### config.mk
export PLATFORM = sky130hd
export DESIGN_NAME = joystick_key_event_detector_unit
export DESIGN_NICKNAME = d
export VERILOG_FILES = /design/src/design/jked_pkg.sv /design/src/design/jked_ok_fsm.sv /design/src/design/joystick_key_event_detector_unit.sv
export SDC_FILE = /design/constraint.sdc
export NUM_CORES = 1
export LEC_CHECK = 0
export BUFFER_PORTS_ARGS = -buffer_cell sky130_fd_sc_hd__buf_2
export CORE_ASPECT_RATIO = 1.4
export CORE_MARGIN = 2
export CORE_UTILIZATION = 55
export CTS_CLUSTER_DIAMETER = 120
export CTS_CLUSTER_SIZE = 10
export DETAILED_ROUTE_END_ITERATION = 12
export PLACE_DENSITY = 0.75
export SLEW_MARGIN = 40
export SYNTH_ARGS = -nofsm -noshare
export SYNTH_HDL_FRONTEND = slang
export SYNTH_SLANG_ARGS = --single-unit
### constraint.sdc
create_clock -name clk -period 4.9 [get_ports clk]
set_clock_uncertainty 0.2 [all_clocks]
set_input_delay 0.735 -clock clk [delete_from_list [all_inputs] [get_ports clk]]
set_output_delay 0.735 -clock clk [all_outputs]
set_load 0.05 [all_outputs]
### src/design/jked_pkg.sv
package jked_pkg;

  // event codes as reported on the result stream
  typedef enum logic [2:0] {
    EV_NONE   = 3'd0,
    EV_UP     = 3'd1,
    EV_DOWN   = 3'd2,
    EV_LEFT   = 3'd3,
    EV_RIGHT  = 3'd4,
    EV_CLICK  = 3'd5,
    EV_DOUBLE = 3'd6,
    EV_LONG   = 3'd7
  } event_t;

  localparam int unsigned CFG_W = 16;

  typedef struct packed {
    logic   raise;
    event_t code;
  } ok_evt_t;

  typedef enum logic [1:0] {
    REG_DEBOUNCE = 2'd0,
    REG_LONG     = 2'd1,
    REG_DOUBLE   = 2'd2
  } reg_idx_t;

endpackage

### src/design/jked_ok_fsm.sv
module jked_ok_fsm
  import jked_pkg::*;
#(
  parameter int unsigned TIMER_BITS = 16
) (
  input  logic             clk,
  input  logic             rst,
  input  logic             step,
  input  logic             pin,
  input  logic [CFG_W-1:0] db_thr,
  input  logic [CFG_W-1:0] long_thr,
  input  logic [CFG_W-1:0] dbl_thr,
  output ok_evt_t          evt
);

  localparam int unsigned CMP_W = (TIMER_BITS > CFG_W) ? TIMER_BITS : CFG_W;

  typedef enum logic [2:0] {
    PH_WAIT     = 3'd0,
    PH_DEBOUNCE = 3'd1,
    PH_HELD     = 3'd2,
    PH_RELEASED = 3'd3,
    PH_LOCKOUT  = 3'd4
  } phase_t;

  phase_t                phase, phase_next;
  logic [TIMER_BITS-1:0] tick_timer, tick_timer_next;
  logic [TIMER_BITS-1:0] timer_inc;
  logic [CMP_W-1:0]      timer_cmp;

  assign timer_inc = tick_timer + 1'b1;
  assign timer_cmp = CMP_W'(timer_inc);

  always_comb begin
    phase_next      = phase;
    tick_timer_next = timer_inc;
    evt.raise       = 1'b0;
    evt.code        = EV_NONE;
    unique case (phase)
      PH_WAIT: begin
        if (pin) begin
          tick_timer_next = '0;
          phase_next      = PH_DEBOUNCE;
        end
      end
      PH_DEBOUNCE: begin
        if (!pin) begin
          phase_next = PH_WAIT;
        end else if (timer_cmp >= CMP_W'(db_thr)) begin
          phase_next = PH_HELD;
        end
      end
      PH_HELD: begin
        if (!pin) begin
          phase_next      = PH_RELEASED;
          tick_timer_next = '0;
        end else if (timer_cmp >= CMP_W'(long_thr)) begin
          evt.raise  = 1'b1;
          evt.code   = EV_LONG;
          phase_next = PH_LOCKOUT;
        end
      end
      PH_RELEASED: begin
        // timeout wins over a second press in the same tick
        if (timer_cmp >= CMP_W'(dbl_thr)) begin
          evt.raise  = 1'b1;
          evt.code   = EV_CLICK;
          phase_next = PH_WAIT;
        end else if (pin) begin
          evt.raise  = 1'b1;
          evt.code   = EV_DOUBLE;
          phase_next = PH_LOCKOUT;
        end
      end
      PH_LOCKOUT: begin
        if (!pin) phase_next = PH_WAIT;
      end
      default: begin
        phase_next = PH_WAIT;
      end
    endcase
  end

  always_ff @(posedge clk) begin
    if (rst) begin
      phase      <= PH_WAIT;
      tick_timer <= '0;
    end else if (step) begin
      phase      <= phase_next;
      tick_timer <= tick_timer_next;
    end
  end

endmodule

### src/design/joystick_key_event_detector_unit.sv
// pipeline: input transaction to result through the input register and the result register
// throughput: one item per cycle while the result stream is not stalled; the direction compares
// and the ok-key timer compare sit between the input register and the result register
// reset: synchronous, active high; registers return to 2 / 100 / 30, direction,
// ok-key phase, tick timer and pending event clear, both stages empty
module joystick_key_event_detector_unit
  import jked_pkg::*;
#(
  parameter int unsigned TIMER_BITS = 16
) (
  input  logic             clk,
  input  logic             rst,
  input  logic             s_axis_tvalid,
  output logic             s_axis_tready,
  // [11:0] adc_sample, [12] ok_level, [13] take_event, [15:14] zero
  input  logic [15:0]      s_axis_tdata,
  output logic             m_axis_tvalid,
  input  logic             m_axis_tready,
  // [2:0] pending_event, [7:3] zero
  output logic [7:0]       m_axis_tdata,
  input  logic             cfg_we,
  input  logic [1:0]       cfg_index,
  input  logic [CFG_W-1:0] cfg_wdata
);

  localparam logic [11:0] LEFT_ABOVE = 12'd3800;
  localparam logic [11:0] RIGHT_LO   = 12'd1900;
  localparam logic [11:0] RIGHT_HI   = 12'd2200;
  localparam logic [11:0] UP_LO      = 12'd900;
  localparam logic [11:0] UP_HI      = 12'd1200;
  localparam logic [11:0] DOWN_LO    = 12'd1250;
  localparam logic [11:0] DOWN_HI    = 12'd1550;

  function automatic event_t classify(input logic [11:0] s);
    event_t d;
    if (s > LEFT_ABOVE)                      d = EV_LEFT;
    else if (s > RIGHT_LO && s < RIGHT_HI)   d = EV_RIGHT;
    else if (s > UP_LO && s < UP_HI)         d = EV_UP;
    else if (s > DOWN_LO && s < DOWN_HI)     d = EV_DOWN;
    else                                     d = EV_NONE;
    return d;
  endfunction

  logic [CFG_W-1:0] db_thr, long_thr, dbl_thr;

  always_ff @(posedge clk) begin
    if (rst) begin
      db_thr   <= CFG_W'(2);
      long_thr <= CFG_W'(100);
      dbl_thr  <= CFG_W'(30);
    end else if (cfg_we) begin
      unique case (cfg_index)
        REG_DEBOUNCE: db_thr   <= cfg_wdata;
        REG_LONG:     long_thr <= cfg_wdata;
        REG_DOUBLE:   dbl_thr  <= cfg_wdata;
        default:      ;
      endcase
    end
  end

  // input register
  logic        s1_valid;
  logic [11:0] s1_sample;
  logic        s1_pin;
  logic        s1_take;
  logic        s1_adv;

  assign s1_adv        = s1_valid && (!m_axis_tvalid || m_axis_tready);
  assign s_axis_tready = !s1_valid || s1_adv;

  always_ff @(posedge clk) begin
    if (rst) begin
      s1_valid <= 1'b0;
    end else if (s_axis_tready) begin
      s1_valid <= s_axis_tvalid;
    end
    if (s_axis_tvalid && s_axis_tready) begin
      s1_sample <= s_axis_tdata[11:0];
      s1_pin    <= s_axis_tdata[12];
      s1_take   <= s_axis_tdata[13];
    end
  end

  ok_evt_t ok_evt;

  jked_ok_fsm #(
    .TIMER_BITS(TIMER_BITS)
  ) u_ok_fsm (
    .clk     (clk),
    .rst     (rst),
    .step    (s1_adv),
    .pin     (s1_pin),
    .db_thr  (db_thr),
    .long_thr(long_thr),
    .dbl_thr (dbl_thr),
    .evt     (ok_evt)
  );

  event_t last_direction;
  event_t latched_event, latched_event_next;
  event_t dir;
  event_t report;

  always_comb begin
    dir    = classify(s1_sample);
    report = latched_event;
    // press is only seen on a change from none to a direction
    if (last_direction == EV_NONE && dir != EV_NONE) report = dir;
    if (ok_evt.raise) report = ok_evt.code;
    latched_event_next = s1_take ? EV_NONE : report;
  end

  event_t out_event;

  always_ff @(posedge clk) begin
    if (rst) begin
      last_direction <= EV_NONE;
      latched_event  <= EV_NONE;
      m_axis_tvalid  <= 1'b0;
    end else begin
      if (s1_adv) begin
        last_direction <= dir;
        latched_event  <= latched_event_next;
        m_axis_tvalid  <= 1'b1;
      end else if (m_axis_tready) begin
        m_axis_tvalid <= 1'b0;
      end
    end
    if (s1_adv) out_event <= report;
  end

  assign m_axis_tdata = {5'd0, out_event};

  a_take_clears: assert property (@(posedge clk) disable iff (rst)
    (s1_adv && s1_take) |=> (latched_event == EV_NONE))
    else $error("pending event not cleared after take");

  a_adv_fills_out: assert property (@(posedge clk) disable iff (rst)
    s1_adv |=> m_axis_tvalid)
    else $error("result register not loaded after stage advance");

  a_dir_hold: assert property (@(posedge clk) disable iff (rst)
    !s1_adv |=> $stable(last_direction) && $stable(latched_event))
    else $error("event state changed without a stage advance");

  a_stall_no_adv: assert property (@(posedge clk) disable iff (rst)
    (m_axis_tvalid && !m_axis_tready) |-> !s1_adv)
    else $error("stage advanced into a stalled result register");

endmodule
# [Yosys cells after proc, flatten, opt, wreduce, memory -nomap -nowiden]
# Index checks and enable logic that the tools add are counted.
# W data, S select, Z words.
[totals] input_bits=39 word_cells=80 reg_bits=92 output_inout_bits=10
[op_classes] add_sub_neg=1 n_reduce_logical=19 muxes=26 magnitude_cmp=10 n_eq_ne=11
[op_table] cell="$ge A16 B16 Y1" count=3
[op_table] cell="$mux W3" count=13
[op_table] cell="$mux W16" count=2
[op_table] cell="$pmux W16 S2" count=1
[op_table] cell="$gt A12 B11 Y1 const B" count=2
[op_table] cell="$lt A12 B11 Y1 const B" count=2
[op_table] cell="$add A16 B1 Y16 const B" count=1
[op_table] cell="$mux W4" count=4
[op_table] cell="$pmux W3 S5" count=1
[op_table] cell="$gt A12 B10 Y1 const B" count=1
[op_table] cell="$gt A12 B12 Y1 const B" count=1
[op_table] cell="$lt A12 B12 Y1 const B" count=1
[op_table] cell="$ne A3 B2 Y1 const B" count=3
[op_table] cell="$pmux W4 S2" count=1
[op_table] cell="$eq A3 B2 Y1 const B" count=2
[op_table] cell="$logic_and A1 B1 Y1" count=6
[op_table] cell="$logic_not A3 Y1" count=2
[op_table] cell="$reduce_and A2 Y1" count=3
[op_table] cell="$reduce_and A6 Y1" count=1
[op_table] cell="$mux W2" count=2
[op_table] cell="$ne A2 B2 Y1 const B" count=2
[op_table] cell="$eq A3 B1 Y1 const B" count=1
[op_table] cell="$eq A3 B3 Y1 const B" count=1
[op_table] cell="$reduce_bool A3 Y1" count=1
[op_table] cell="7 further kinds" count=10

# [Longest topological paths before layout]
# Gate-level depths: netlist of run 1.
[depth] ltp_word=11 mapped_depth=15 depth_no_buf=13

# [By module]
# Synthesis of run 1 repeated with hierarchy kept, for this count alone.
[unflattened] cells_unflattened=651 hier_area_um2=5312.6
[modules_own_cells] mod="joystick_key_event_detector_unit" seq_area_each_um2=1631.6 area_per_inst_um2=2884.0 n_inst=1 cells_each=326
[modules_own_cells] mod="jked_ok_fsm" seq_area_each_um2=380.4 area_per_inst_um2=2428.6 n_inst=1 cells_each=325

# [Worst setup path after synthesis of run 1]
# Ideal clock, no wire load.
[synth_timing] path_kind="flip-flop to flip-flop" start="register u_ok_fsm.tick_timer[0]" end="register u_ok_fsm.phase[0]" setup_ns=0.070 slack_ns=1.622 n_path_buf=0 path_stages_with_launch=14 required_ns=4.630 period_less_slack_ns=3.278 t_arrival_ns=3.007 path_cell_list="dfxtp_1 > nand2_1 > nor4_4 > and3_1 > and3_1 > xor2_1 > ha_1 > and4_1 > nand3_1 > a2111oi_2 > a21o_1 > o2111ai_2 > a2111o_1 > a21oi_1"
[synth_via] elab_chain_cells=4 word_cells_on_any_way=10 cone_classes="add/sub (1); order compare (3); eq/ne (3); mux (2); reduce/logical (1)"
[synth_rtl] element="start, declared" line="jked_ok_fsm.sv:27" text="logic [TIMER_BITS-1:0] tick_timer, tick_timer_next;"
[synth_rtl] element="start signal, assigned" line="jked_ok_fsm.sv:90" text="tick_timer <= tick_timer_next;"
[synth_rtl] element="$add A16 B1 Y16 (*)" line="jked_ok_fsm.sv:31" text="assign timer_inc = tick_timer + 1'b1;"
[synth_rtl] element="$ge A16 B16 Y1, on equally long branches" line="jked_ok_fsm.sv:57, jked_ok_fsm.sv:49, jked_ok_fsm.sv:65"
[synth_rtl] element="$ne A3 B2 Y1 (no source line) / $mux W3 (equally long branches)"
[synth_rtl] element="$reduce_and A6 Y1 (no source line) / $pmux W3 S5 (equally long branches)"
[synth_rtl] element="end signal, assigned" line="jked_ok_fsm.sv:89" text="phase <= phase_next;"
[synth_rtl] element="end, declared" line="jked_ok_fsm.sv:26" text="phase_t phase, phase_next;"
# Mark *: on every way between the ends. The rest lies on a longest branch, timed or not.
# A chain may end at the register's enable or synchronous reset.

# [Worst setup path in the final report of run 1]
# Ends and elaborated chain as after synthesis.

==> results.toml, run 1 <==
[run_status]
status = "finished clean"

[floorplan]
die_width_um = 86.3
row_count = 42
coreArea_mm2 = 0.00935
ioPinCount = 49
dieArea_mm2 = 0.0103
start_util = 0.558
dieHeight_um = 119

[cts]
cts-hold-fix-buffers = 0
cts_made_buffers = 9
cts_num_sinks = 92
post_cts_resized = 0
cts_root_buffer = "clkbuf_16"
cts.htree.levels = 3
cts_tree = "done"
clock_latency_ns = 0.35
cts_setup_buffers = 0
clkTransAtPathRegs_ns = 0.07
clockBufferDepth = 2

[power_and_ir_drop]
p_leak_nw = 2.41
p_per_area_mw_per_mm2 = 303
power_mw = 1.74
vdd_ir_drop_max_uv = 282

[finish]
final_cells = 764
final_area_mm2 = 0.00574
nFillCells = 821
drive_above_1_share = 0.106
finish.utilization = 0.614
syn_to_final_growth_pct = 10.1
nets = 737
diodes = 0

[synthesis]
ys_ff_latch = 92
synth_area_mm2 = 0.00522
synth_async_sr_flop_share = 0
yosysUniqueCellTypes = 64
seq_area_frac_synth = 0.386
syn_inst = 624
avgSynthCellArea_um2 = 8.36
synth_edf_count = 17
yosysWarnings = 0
ys_dominant_reg_cell = "dfxtp_1"

[drt]
detail-route-antenna-nets = 0
vias = 4465
drcViolationCount = 0
avgViaCountPerCell = 5.84
drt-wirelength-per-cell_um = 15.9
routed_wirelength_um = 12100
drt_iter0_markers = 354
first_pass_iters = 5

[place]
preCtsSetupSlack_ns = 0.967
place_inst = 748
gp_congestion = 0.889
post_dp_cell_area_mm2 = 0.00543
dpl.hpwl_um = 8710
io_buffers = 41

[global_routing]
grt_pass1_wl_um = 19800
grt_pass1_vias = 4234
grt_start_max_net_pins = 69
overflow = 0
grtUsageTotal = 0.245
antenna_found_initial = 0

[critical_path]
critPathKind = "flip-flop to flip-flop"
reg2reg_depth = 13
cp_max_fo = 8
required_ns = 4.98
reg2reg_slack_ns = 0.89
r2r_start = "u_ok_fsm.tick_timer[0]"
timing.rr.end = "u_ok_fsm.phase[0]"
cp-startpoint = "u_ok_fsm.tick_timer[0]"
crit_arrival_ns = 4.09
end_kind = "flip-flop"
worst_setup_path_start_kind = "flip-flop"

[hold_path]
hp-class = "flip-flop to flip-flop"
hold_end = "long_thr[8]"
worstHoldStart = "long_thr[8]"
min_path_cells = 2

[sta]
fin_crit_sh = 0.819
rsz0062_at_grt = "false"
worst_slew_pin_slew_ns = 0.821
setup_ws_ns = 0.887
whs_ns = 0.254
relSlewSlack = 0.453
finalMaxSlewViolations = 0
hold_violations = 0
fmax_ghz = 0.249
tns_ns = 0
finalSetupViolCount = 0
period_needed_ns = 4.01

[job]
max_cap_viol_count = 0
## cells in the final DEF (no fill, tap or decap), types with 5 or more instances in the layout
master and n:
and3_1 10, o21ai_0 24, xor2_1 8, o211ai_1 14, edfxtp_1 17, nand3_1 13, buf_2 41, a21o_1 7
nand2_1 110, a211o_1 5, dfxtp_1 75, inv_1 50, ha_1 49, clkbuf_16 9, a22oi_1 12, nor3_1 8
a21oi_1 64, nor2_1 44, xnor2_1 8, nand4_1 5, conb_1 5
## cell usage after synthesis, drive strengths merged (4+ instances only)
cell type	instances	area, um^2
a211oi	4	30.0
and3b	4	35.0
a2111oi	5	63.8
buf	15	106
a21oi	64	320
inv	50	188
nor2	44	165
dfxtp	75	1500
nand2b	4	25.0
o211ai	14	105
xnor2	8	70.1
nand2	110	413
nor3	8	40.0
o21ai	25	125
a21o	7	52.6
a211o	6	53.8
edfxtp	17	510
and3	10	62.6
clkbuf	18	67.6
xor2	8	70.1
ha	49	613
a22oi	12	90.1
nand3	14	82.6
nand4	5	31.3
## registers in the layout (all words and copies together) (netlist names)
name,count
out_event,3
dbl_thr,16
s1_take,1
u_ok_fsm.tick_timer,16
u_ok_fsm.phase,3
s1_valid,1
db_thr,16
last_direction,3
m_axis_tvalid,1
long_thr,16
latched_event,3
s1_pin,1
s1_sample,12
## worst max-delay path: stages (launching register included)
cell and delay (ns):
dfxtp_1 0.49, nand2_1 0.18, nor4_4 0.39, and3_1 0.28, and3_1 0.24, xor2_1 0.34, ha_1 0.22, nand2_1 0.05
o21ai_0 0.37, o21bai_1 0.22, a2bb2oi_1 0.22, o2111ai_2 0.21, a2111o_1 0.42, a21oi_1 0.12
## layout make-up
cell class                 instances  area (um^2)  area share
clock inverter                     7         91.3      0.0159
inverter                          51          191      0.0333
clock buffer                       9          225      0.0392
multi-input combinational        452         2870       0.499
timing repair buffer              43          220      0.0383
tap                              110          138      0.0240
sequential                        92         2010       0.350
## worst max-delay path by stage
stage,to,slack (ns),cells past startpoint
global route,u_ok_fsm.phase[0],0.72,13
global placement,u_ok_fsm.phase[0],1.12,13
detailed placement,u_ok_fsm.phase[0],0.97,13
CTS,u_ok_fsm.phase[0],0.95,13
floorplan,u_ok_fsm.phase[0],1.62,13
finish,u_ok_fsm.phase[0],0.89,13
## metal layers
metal / GRT usage / part of all wire / wire length [um] / up-vias
met1: 0.285 / 0.41 / 4930 / 2090
met4: 0.115 / 0.030 / 362 / 0
li1: - / - / - / 2233
met2: 0.431 / 0.52 / 6320 / 115
met3: 0.0423 / 0.041 / 502 / 27
met5: 0 / 0 / 0 / -
## report_power, final
part | internal (mW) | switching, mW
sequential | 0.799 | 0.0234
combinational | 0.0609 | 0.113
clock | 0.444 | 0.299
## cell families after synthesis
family / synth area share
AO/OA/AOI/OAI: 0.201
adder cells (fa/ha/maj): 0.118
other: 0.000719
AND/OR/NAND/NOR: 0.196
flip-flops: 0.386
multiplexers: 0.00192
XOR/XNOR: 0.0269
buffers and inverters: 0.0700
No activity file was read; power rests on OpenSTA's default activity.
==> inputs of run 2 (changes only) <==
==> constraint.sdc (replaced) <==
create_clock -name clk -period 3.75 [get_ports clk]
set_clock_uncertainty 0.2 [all_clocks]
set_input_delay 0.5625 -clock clk [delete_from_list [all_inputs] [get_ports clk]]
set_output_delay 0.5625 -clock clk [all_outputs]
set_load 0.05 [all_outputs]
==> results.toml, run 2 (synthesis gave the netlist of run 1 again) <==
[cts]
cts_tree = "done"
cts_root_buffer = "clkbuf_16"
cts_made_buffers = 9
clock_latency_ns = 0.35
cts.htree.levels = 3
cts-hold-fix-buffers = 0
cts_setup_buffers = 0
post_cts_resized = 0
clockBufferDepth = 2
clkTransAtPathRegs_ns = 0.07
cts_num_sinks = 92

[power_and_ir_drop]
p_per_area_mw_per_mm2 = 384
p_leak_nw = 2.46
power_mw = 2.24
vdd_ir_drop_max_uv = 273

[finish]
final_common_cell = "nand2_1"
finish.utilization = 0.622
diodes = 0
drive_above_1_share = 0.122
final_area_mm2 = 0.00581
syn_to_final_growth_pct = 11.5
nets = 745
mostFrequentLayoutCells = "nand2_1 (110), dfxtp_1 (73), a21oi_1 (63), inv_1 (50), ha_1 (49)"

[sta]
fmax_ghz = 0.282
hold_violations = 0
finalSetupViolCount = 0
relSlewSlack = 0.485
rsz0062_at_grt = "false"
period_needed_ns = 3.55
worst_slew_pin_slew_ns = 0.772
tns_ns = 0
fin_crit_sh = 0.947
whs_ns = 0.183
finalMaxSlewViolations = 0

[drt]
drcViolationCount = 0
drt-wirelength-per-cell_um = 15.7
routed_wirelength_um = 12100
first_pass_iters = 5
vias = 4512
detail-route-antenna-nets = 0
avgViaCountPerCell = 5.84
drt_iter0_markers = 245

[global_routing]
antenna_found_initial = 0
grtUsageTotal = 0.248
grt_pass1_vias = 4451
overflow = 0
grt_start_max_net_pins = 42
grt_pass1_wl_um = 20300

[floorplan]
start_util = 0.558
coreArea_mm2 = 0.00935
row_count = 42
ioPinCount = 49
dieArea_mm2 = 0.0103
die_width_um = 86.3
dieHeight_um = 119

[critical_path]
crit_arrival_ns = 3.63
required_ns = 3.83
critPathKind = "flip-flop to flip-flop"
reg2reg_depth = 13
cp_max_fo = 5
end_kind = "flip-flop"
worst_setup_path_start_kind = "flip-flop"

[job]
max_cap_viol_count = 0

[place]
dpl.hpwl_um = 8990
post_dp_cell_area_mm2 = 0.00549
io_buffers = 41
gp_congestion = 0.901

[run_status]
status = "finished clean"

[hold_path]
hp-class = "input pin to flip-flop"
min_path_cells = 1
run 2: cell types whose count changed in the layout (fill, tap and decap cells not counted), sizes merged:
cell / previous run / this run
buf: 43 / 51
clkbuf: 9 / 13
clkinvlp: 3 / 1
bufinv: 2 / 1
clkinv: 3 / 2
run 2: routing by layer:
layer / part of all wire / GRT usage / vias to the layer above
li1: - / - / 2237
met1: 0.41 / 0.282 / 2135
met2: 0.53 / 0.443 / 115
met3: 0.034 / 0.0298 / 25
met4: 0.027 / 0.130 / 0
met5: 0 / 0 / -
run 2: where the power goes:
group	total, mW	leakage, nW	switching [mW]	internal, mW
registers	1.07	0.776	0.0300	1.04
clock network	0.930	0.146	0.375	0.555
logic	0.231	1.54	0.150	0.0809
total	2.24	2.46	0.556	1.68
run 2: stage by stage:
step	instances	setup slack, ns
2_1_floorplan	628	0.472
3_3_place_gp	756	0.181
3_5_place_dp	756	0.136
4_1_cts	772	0.111
5_1_grt	772	0.00786
6_report	772	0.198
run 2: final timing paths:
kind / slack [ns] / endpoint / startpoint
max: 0.20 / u_ok_fsm.phase[0] / u_ok_fsm.tick_timer[0]
min: 0.18 / s1_take / s_axis_tdata[13]
max reg2reg: 0.20 / u_ok_fsm.phase[0] / u_ok_fsm.tick_timer[0]
min reg2reg: 0.26 / db_thr[6] / db_thr[6]
run 2: cell type report:
type	count	area, um^2
inverter	51	191
fill	821	3540
timing repair buffer	51	280
sequential	92	2010
multi-input combinational	452	2880
clock inverter	3	46.3
tap	110	138
clock buffer	13	260
run 2: critical path: stages (launching register included):
cell	delay (ns)
dfxtp_1	0.38
ha_1	0.22
and3_1	0.22
and3_1	0.33
nand3_4	0.11
xnor2_1	0.19
ha_1	0.32
and4_1	0.18
nand3_1	0.14
a2111oi_2	0.24
a21o_1	0.24
o2111ai_2	0.19
a2111o_1	0.42
a21oi_1	0.12
==> inputs of run 3 (changes only) <==
--- a/config.mk
+++ b/config.mk
@@ -5,6 +5,7 @@
 export SDC_FILE = /design/constraint.sdc
 export NUM_CORES = 1
 export LEC_CHECK = 0
+export ABC_AREA = 1
 export BUFFER_PORTS_ARGS = -buffer_cell sky130_fd_sc_hd__buf_2
 export CORE_ASPECT_RATIO = 1.4
 export CORE_MARGIN = 2
==> results.toml, run 3 <==
[finish]
syn_to_final_growth_pct = 11.0
drive_above_1_share = 0.120
diodes = 0
mostFrequentLayoutCells = "nand2_1 (127), inv_1 (108), a21oi_1 (78), dfxtp_1 (74), nor2_1 (56)"
final_cells = 841
nFillCells = 814
final_common_cell = "nand2_1"
nets = 814

[floorplan]
die_width_um = 86.1
start_util = 0.558
dieHeight_um = 119
row_count = 42
coreArea_mm2 = 0.00930
dieArea_mm2 = 0.0102
ioPinCount = 49

[cts]
cts_num_sinks = 92
cts.htree.levels = 3
cts_root_buffer = "clkbuf_16"
clockBufferDepth = 2
clock_latency_ns = 0.35
cts_tree = "done"
cts_made_buffers = 9
cts-hold-fix-buffers = 0
clkTransAtPathRegs_ns = 0.06

[sta]
fmax_ghz = 0.294
finalSetupViolCount = 0
relSlewSlack = 0.474
hold_violations = 0
period_needed_ns = 3.40
tns_ns = 0
rsz0062_at_grt = "false"
fin_crit_sh = 0.907
worst_slew_pin_slew_ns = 0.788
finalMaxSlewViolations = 0

[hold_path]
min_path_cells = 1
hp-class = "input pin to flip-flop"
hold_end = "s1_sample[4]"
worstHoldStart = "s_axis_tdata[4]"

[global_routing]
busiest_layer = "met2"
grt_pass1_vias = 4407
grt_start_max_net_pins = 54
overflow = 0
antenna_found_initial = 0
grt_use_met1 = 0.256
grtUsageTotal = 0.235
grt_use_met3 = 0.0430
grt_pass1_wl_um = 19200
grt_util_met2 = 0.436

[synthesis]
synth_async_sr_flop_share = 0
yosysWarnings = 0
netlist_top_cells_count = "nand2_1 (128), inv_1 (108), a21oi_1 (78)"
syn_inst = 688
synth_area_leader_cell = "dfxtp_1"
synth_area_mm2 = 0.00519
seq_area_frac_synth = 0.387
synth_most_common_cell = "nand2_1"
ys_top_cells_by_area = "dfxtp_1 (29%), ha_1 (12%), edfxtp_1 (9.8%), nand2_1 (9.3%), inv_1 (7.8%)"
synth_edf_count = 17
avgSynthCellArea_um2 = 7.55
ys_dominant_reg_cell = "dfxtp_1"
yosysUniqueCellTypes = 38
ys_ff_latch = 92
yosys.area.top_type_share = 0.289

[power_and_ir_drop]
vdd_ir_drop_max_uv = 247
p_leak_nw = 2.71
p_per_area_mw_per_mm2 = 377

[critical_path]
required_ns = 3.79
reg2reg_depth = 16
path_common_cell = "nand4_1"
end_kind = "flip-flop"
worst_setup_path_start_kind = "flip-flop"
path_buf_inv = 2
cp-startpoint = "u_ok_fsm.tick_timer[0]"
timing.rr.end = "u_ok_fsm.phase[0]"
crit_family = "simple AND/OR/NAND/NOR gates"
path_cells = "ha_1 -> nand3_2 -> nor2_2 -> nand4_1 -> nor3_2 -> buf_4 -> xnor2_1 -> clkinv_1 -> ha_1 -> nand3_1 -> nor3_1 -> nand3_1 -> nand4_1 -> nand4_1 -> o21ai_0 -> nor2_1"
crit_arrival_ns = 3.44
r2r_start = "u_ok_fsm.tick_timer[0]"
reg2reg_slack_ns = 0.35
critPathKind = "flip-flop to flip-flop"
cpPeakStageDelay_ns = 0.37
crit_slowest_cell = "dfxtp_2"
cp_max_fo = 5

[place]
place_inst = 824
io_buffers = 41
dpl.hpwl_um = 8610
gp_congestion = 0.877

[run_status]
status = "finished clean"

[drt]
first_pass_iters = 5
drcViolationCount = 0
vias = 4483
detail-route-antenna-nets = 0
routed_wirelength_um = 11500
drt_iter0_markers = 220
drt-wirelength-per-cell_um = 13.7
avgViaCountPerCell = 5.33

[job]
max_cap_viol_count = 0
[run 3: changes by cell type in the layout (fill, tap and decap cells not counted), moves of 10 or more]
cell     previous run  this run
a21oi_1            63        78
inv_1              50       108
nand2_1           110       127
nor2_1             44        56
and3_1             10         0
o21ai_0            23        50
nand3_1            13        25
[run 3: through the flow]
stage	instance area, um^2	hold slack (ns)	total power [mW]	setup slack, ns	util
global placement	5460	0.247	1.35	0.298	0.587
CTS	5730	0.183	2.19	0.180	0.616
finish	5760	0.189	2.17	0.347	0.620
floorplan	5210	0.235	1.28	0.756	-
detailed placement	5460	0.256	1.36	0.192	0.587
global route	5760	0.186	2.27	0.0258	0.620
[run 3: metal layers]
| metal | vias up | share of wire |
|---|---|---|
| met5 | - | 0 |
| met4 | 0 | 0.025 |
| met3 | 19 | 0.032 |
| met2 | 77 | 0.53 |
| met1 | 2059 | 0.41 |
| li1 | 2328 | - |
[run 3: report_power, final]
part / leakage, nW / switching (mW) / internal (mW) / total [mW]
Sequential: 0.779 / 0.0232 / 1.05 / 1.08
Combinational: 1.79 / 0.179 / 0.0836 / 0.263
Clock: 0.139 / 0.371 / 0.463 / 0.833
[run 3: layout make-up]
| class | count | area [um^2] | share of cell area |
|---|---|---|---|
| inverter | 110 | 413 | 0.0716 |
| multi-input combinational | 468 | 2700 | 0.468 |
| tap | 110 | 138 | 0.0239 |
| clock buffer | 11 | 243 | 0.0421 |
| clock inverter | 5 | 26.3 | 0.00456 |
| sequential | 92 | 2010 | 0.349 |
| timing repair buffer | 45 | 235 | 0.0408 |
[run 3: kinds of logic (layout without fill, tap and decap cells)]
kind of cell    count (synthesis)  in the layout  synth area share
simple gates                  247            247             0.210
compound gates                155            155             0.162
buf+inv                       132            171             0.101
flops                          92             92             0.387
fa+ha+maj                      49             49             0.118
xor+xnor                       12             12            0.0202
other cells                     1              5          0.000722
[run 3: repair_timing]
| item | CTS | global route |
|---|---|---|
| setup buffers | 0 | 1 |
| resized for setup | 0 | 8 |
| setup endpoints to repair | 0 | 4 |
[run 3: how the worst max path moves through the flow]
stage	endpoint	slack, ns	cells past startpoint
detailed placement	out_event[0]	0.19	16
floorplan	out_event[0]	0.76	16
global route	u_ok_fsm.phase[1]	0.03	19
global placement	out_event[0]	0.30	16
finish	u_ok_fsm.phase[0]	0.35	16
CTS	out_event[0]	0.18	16
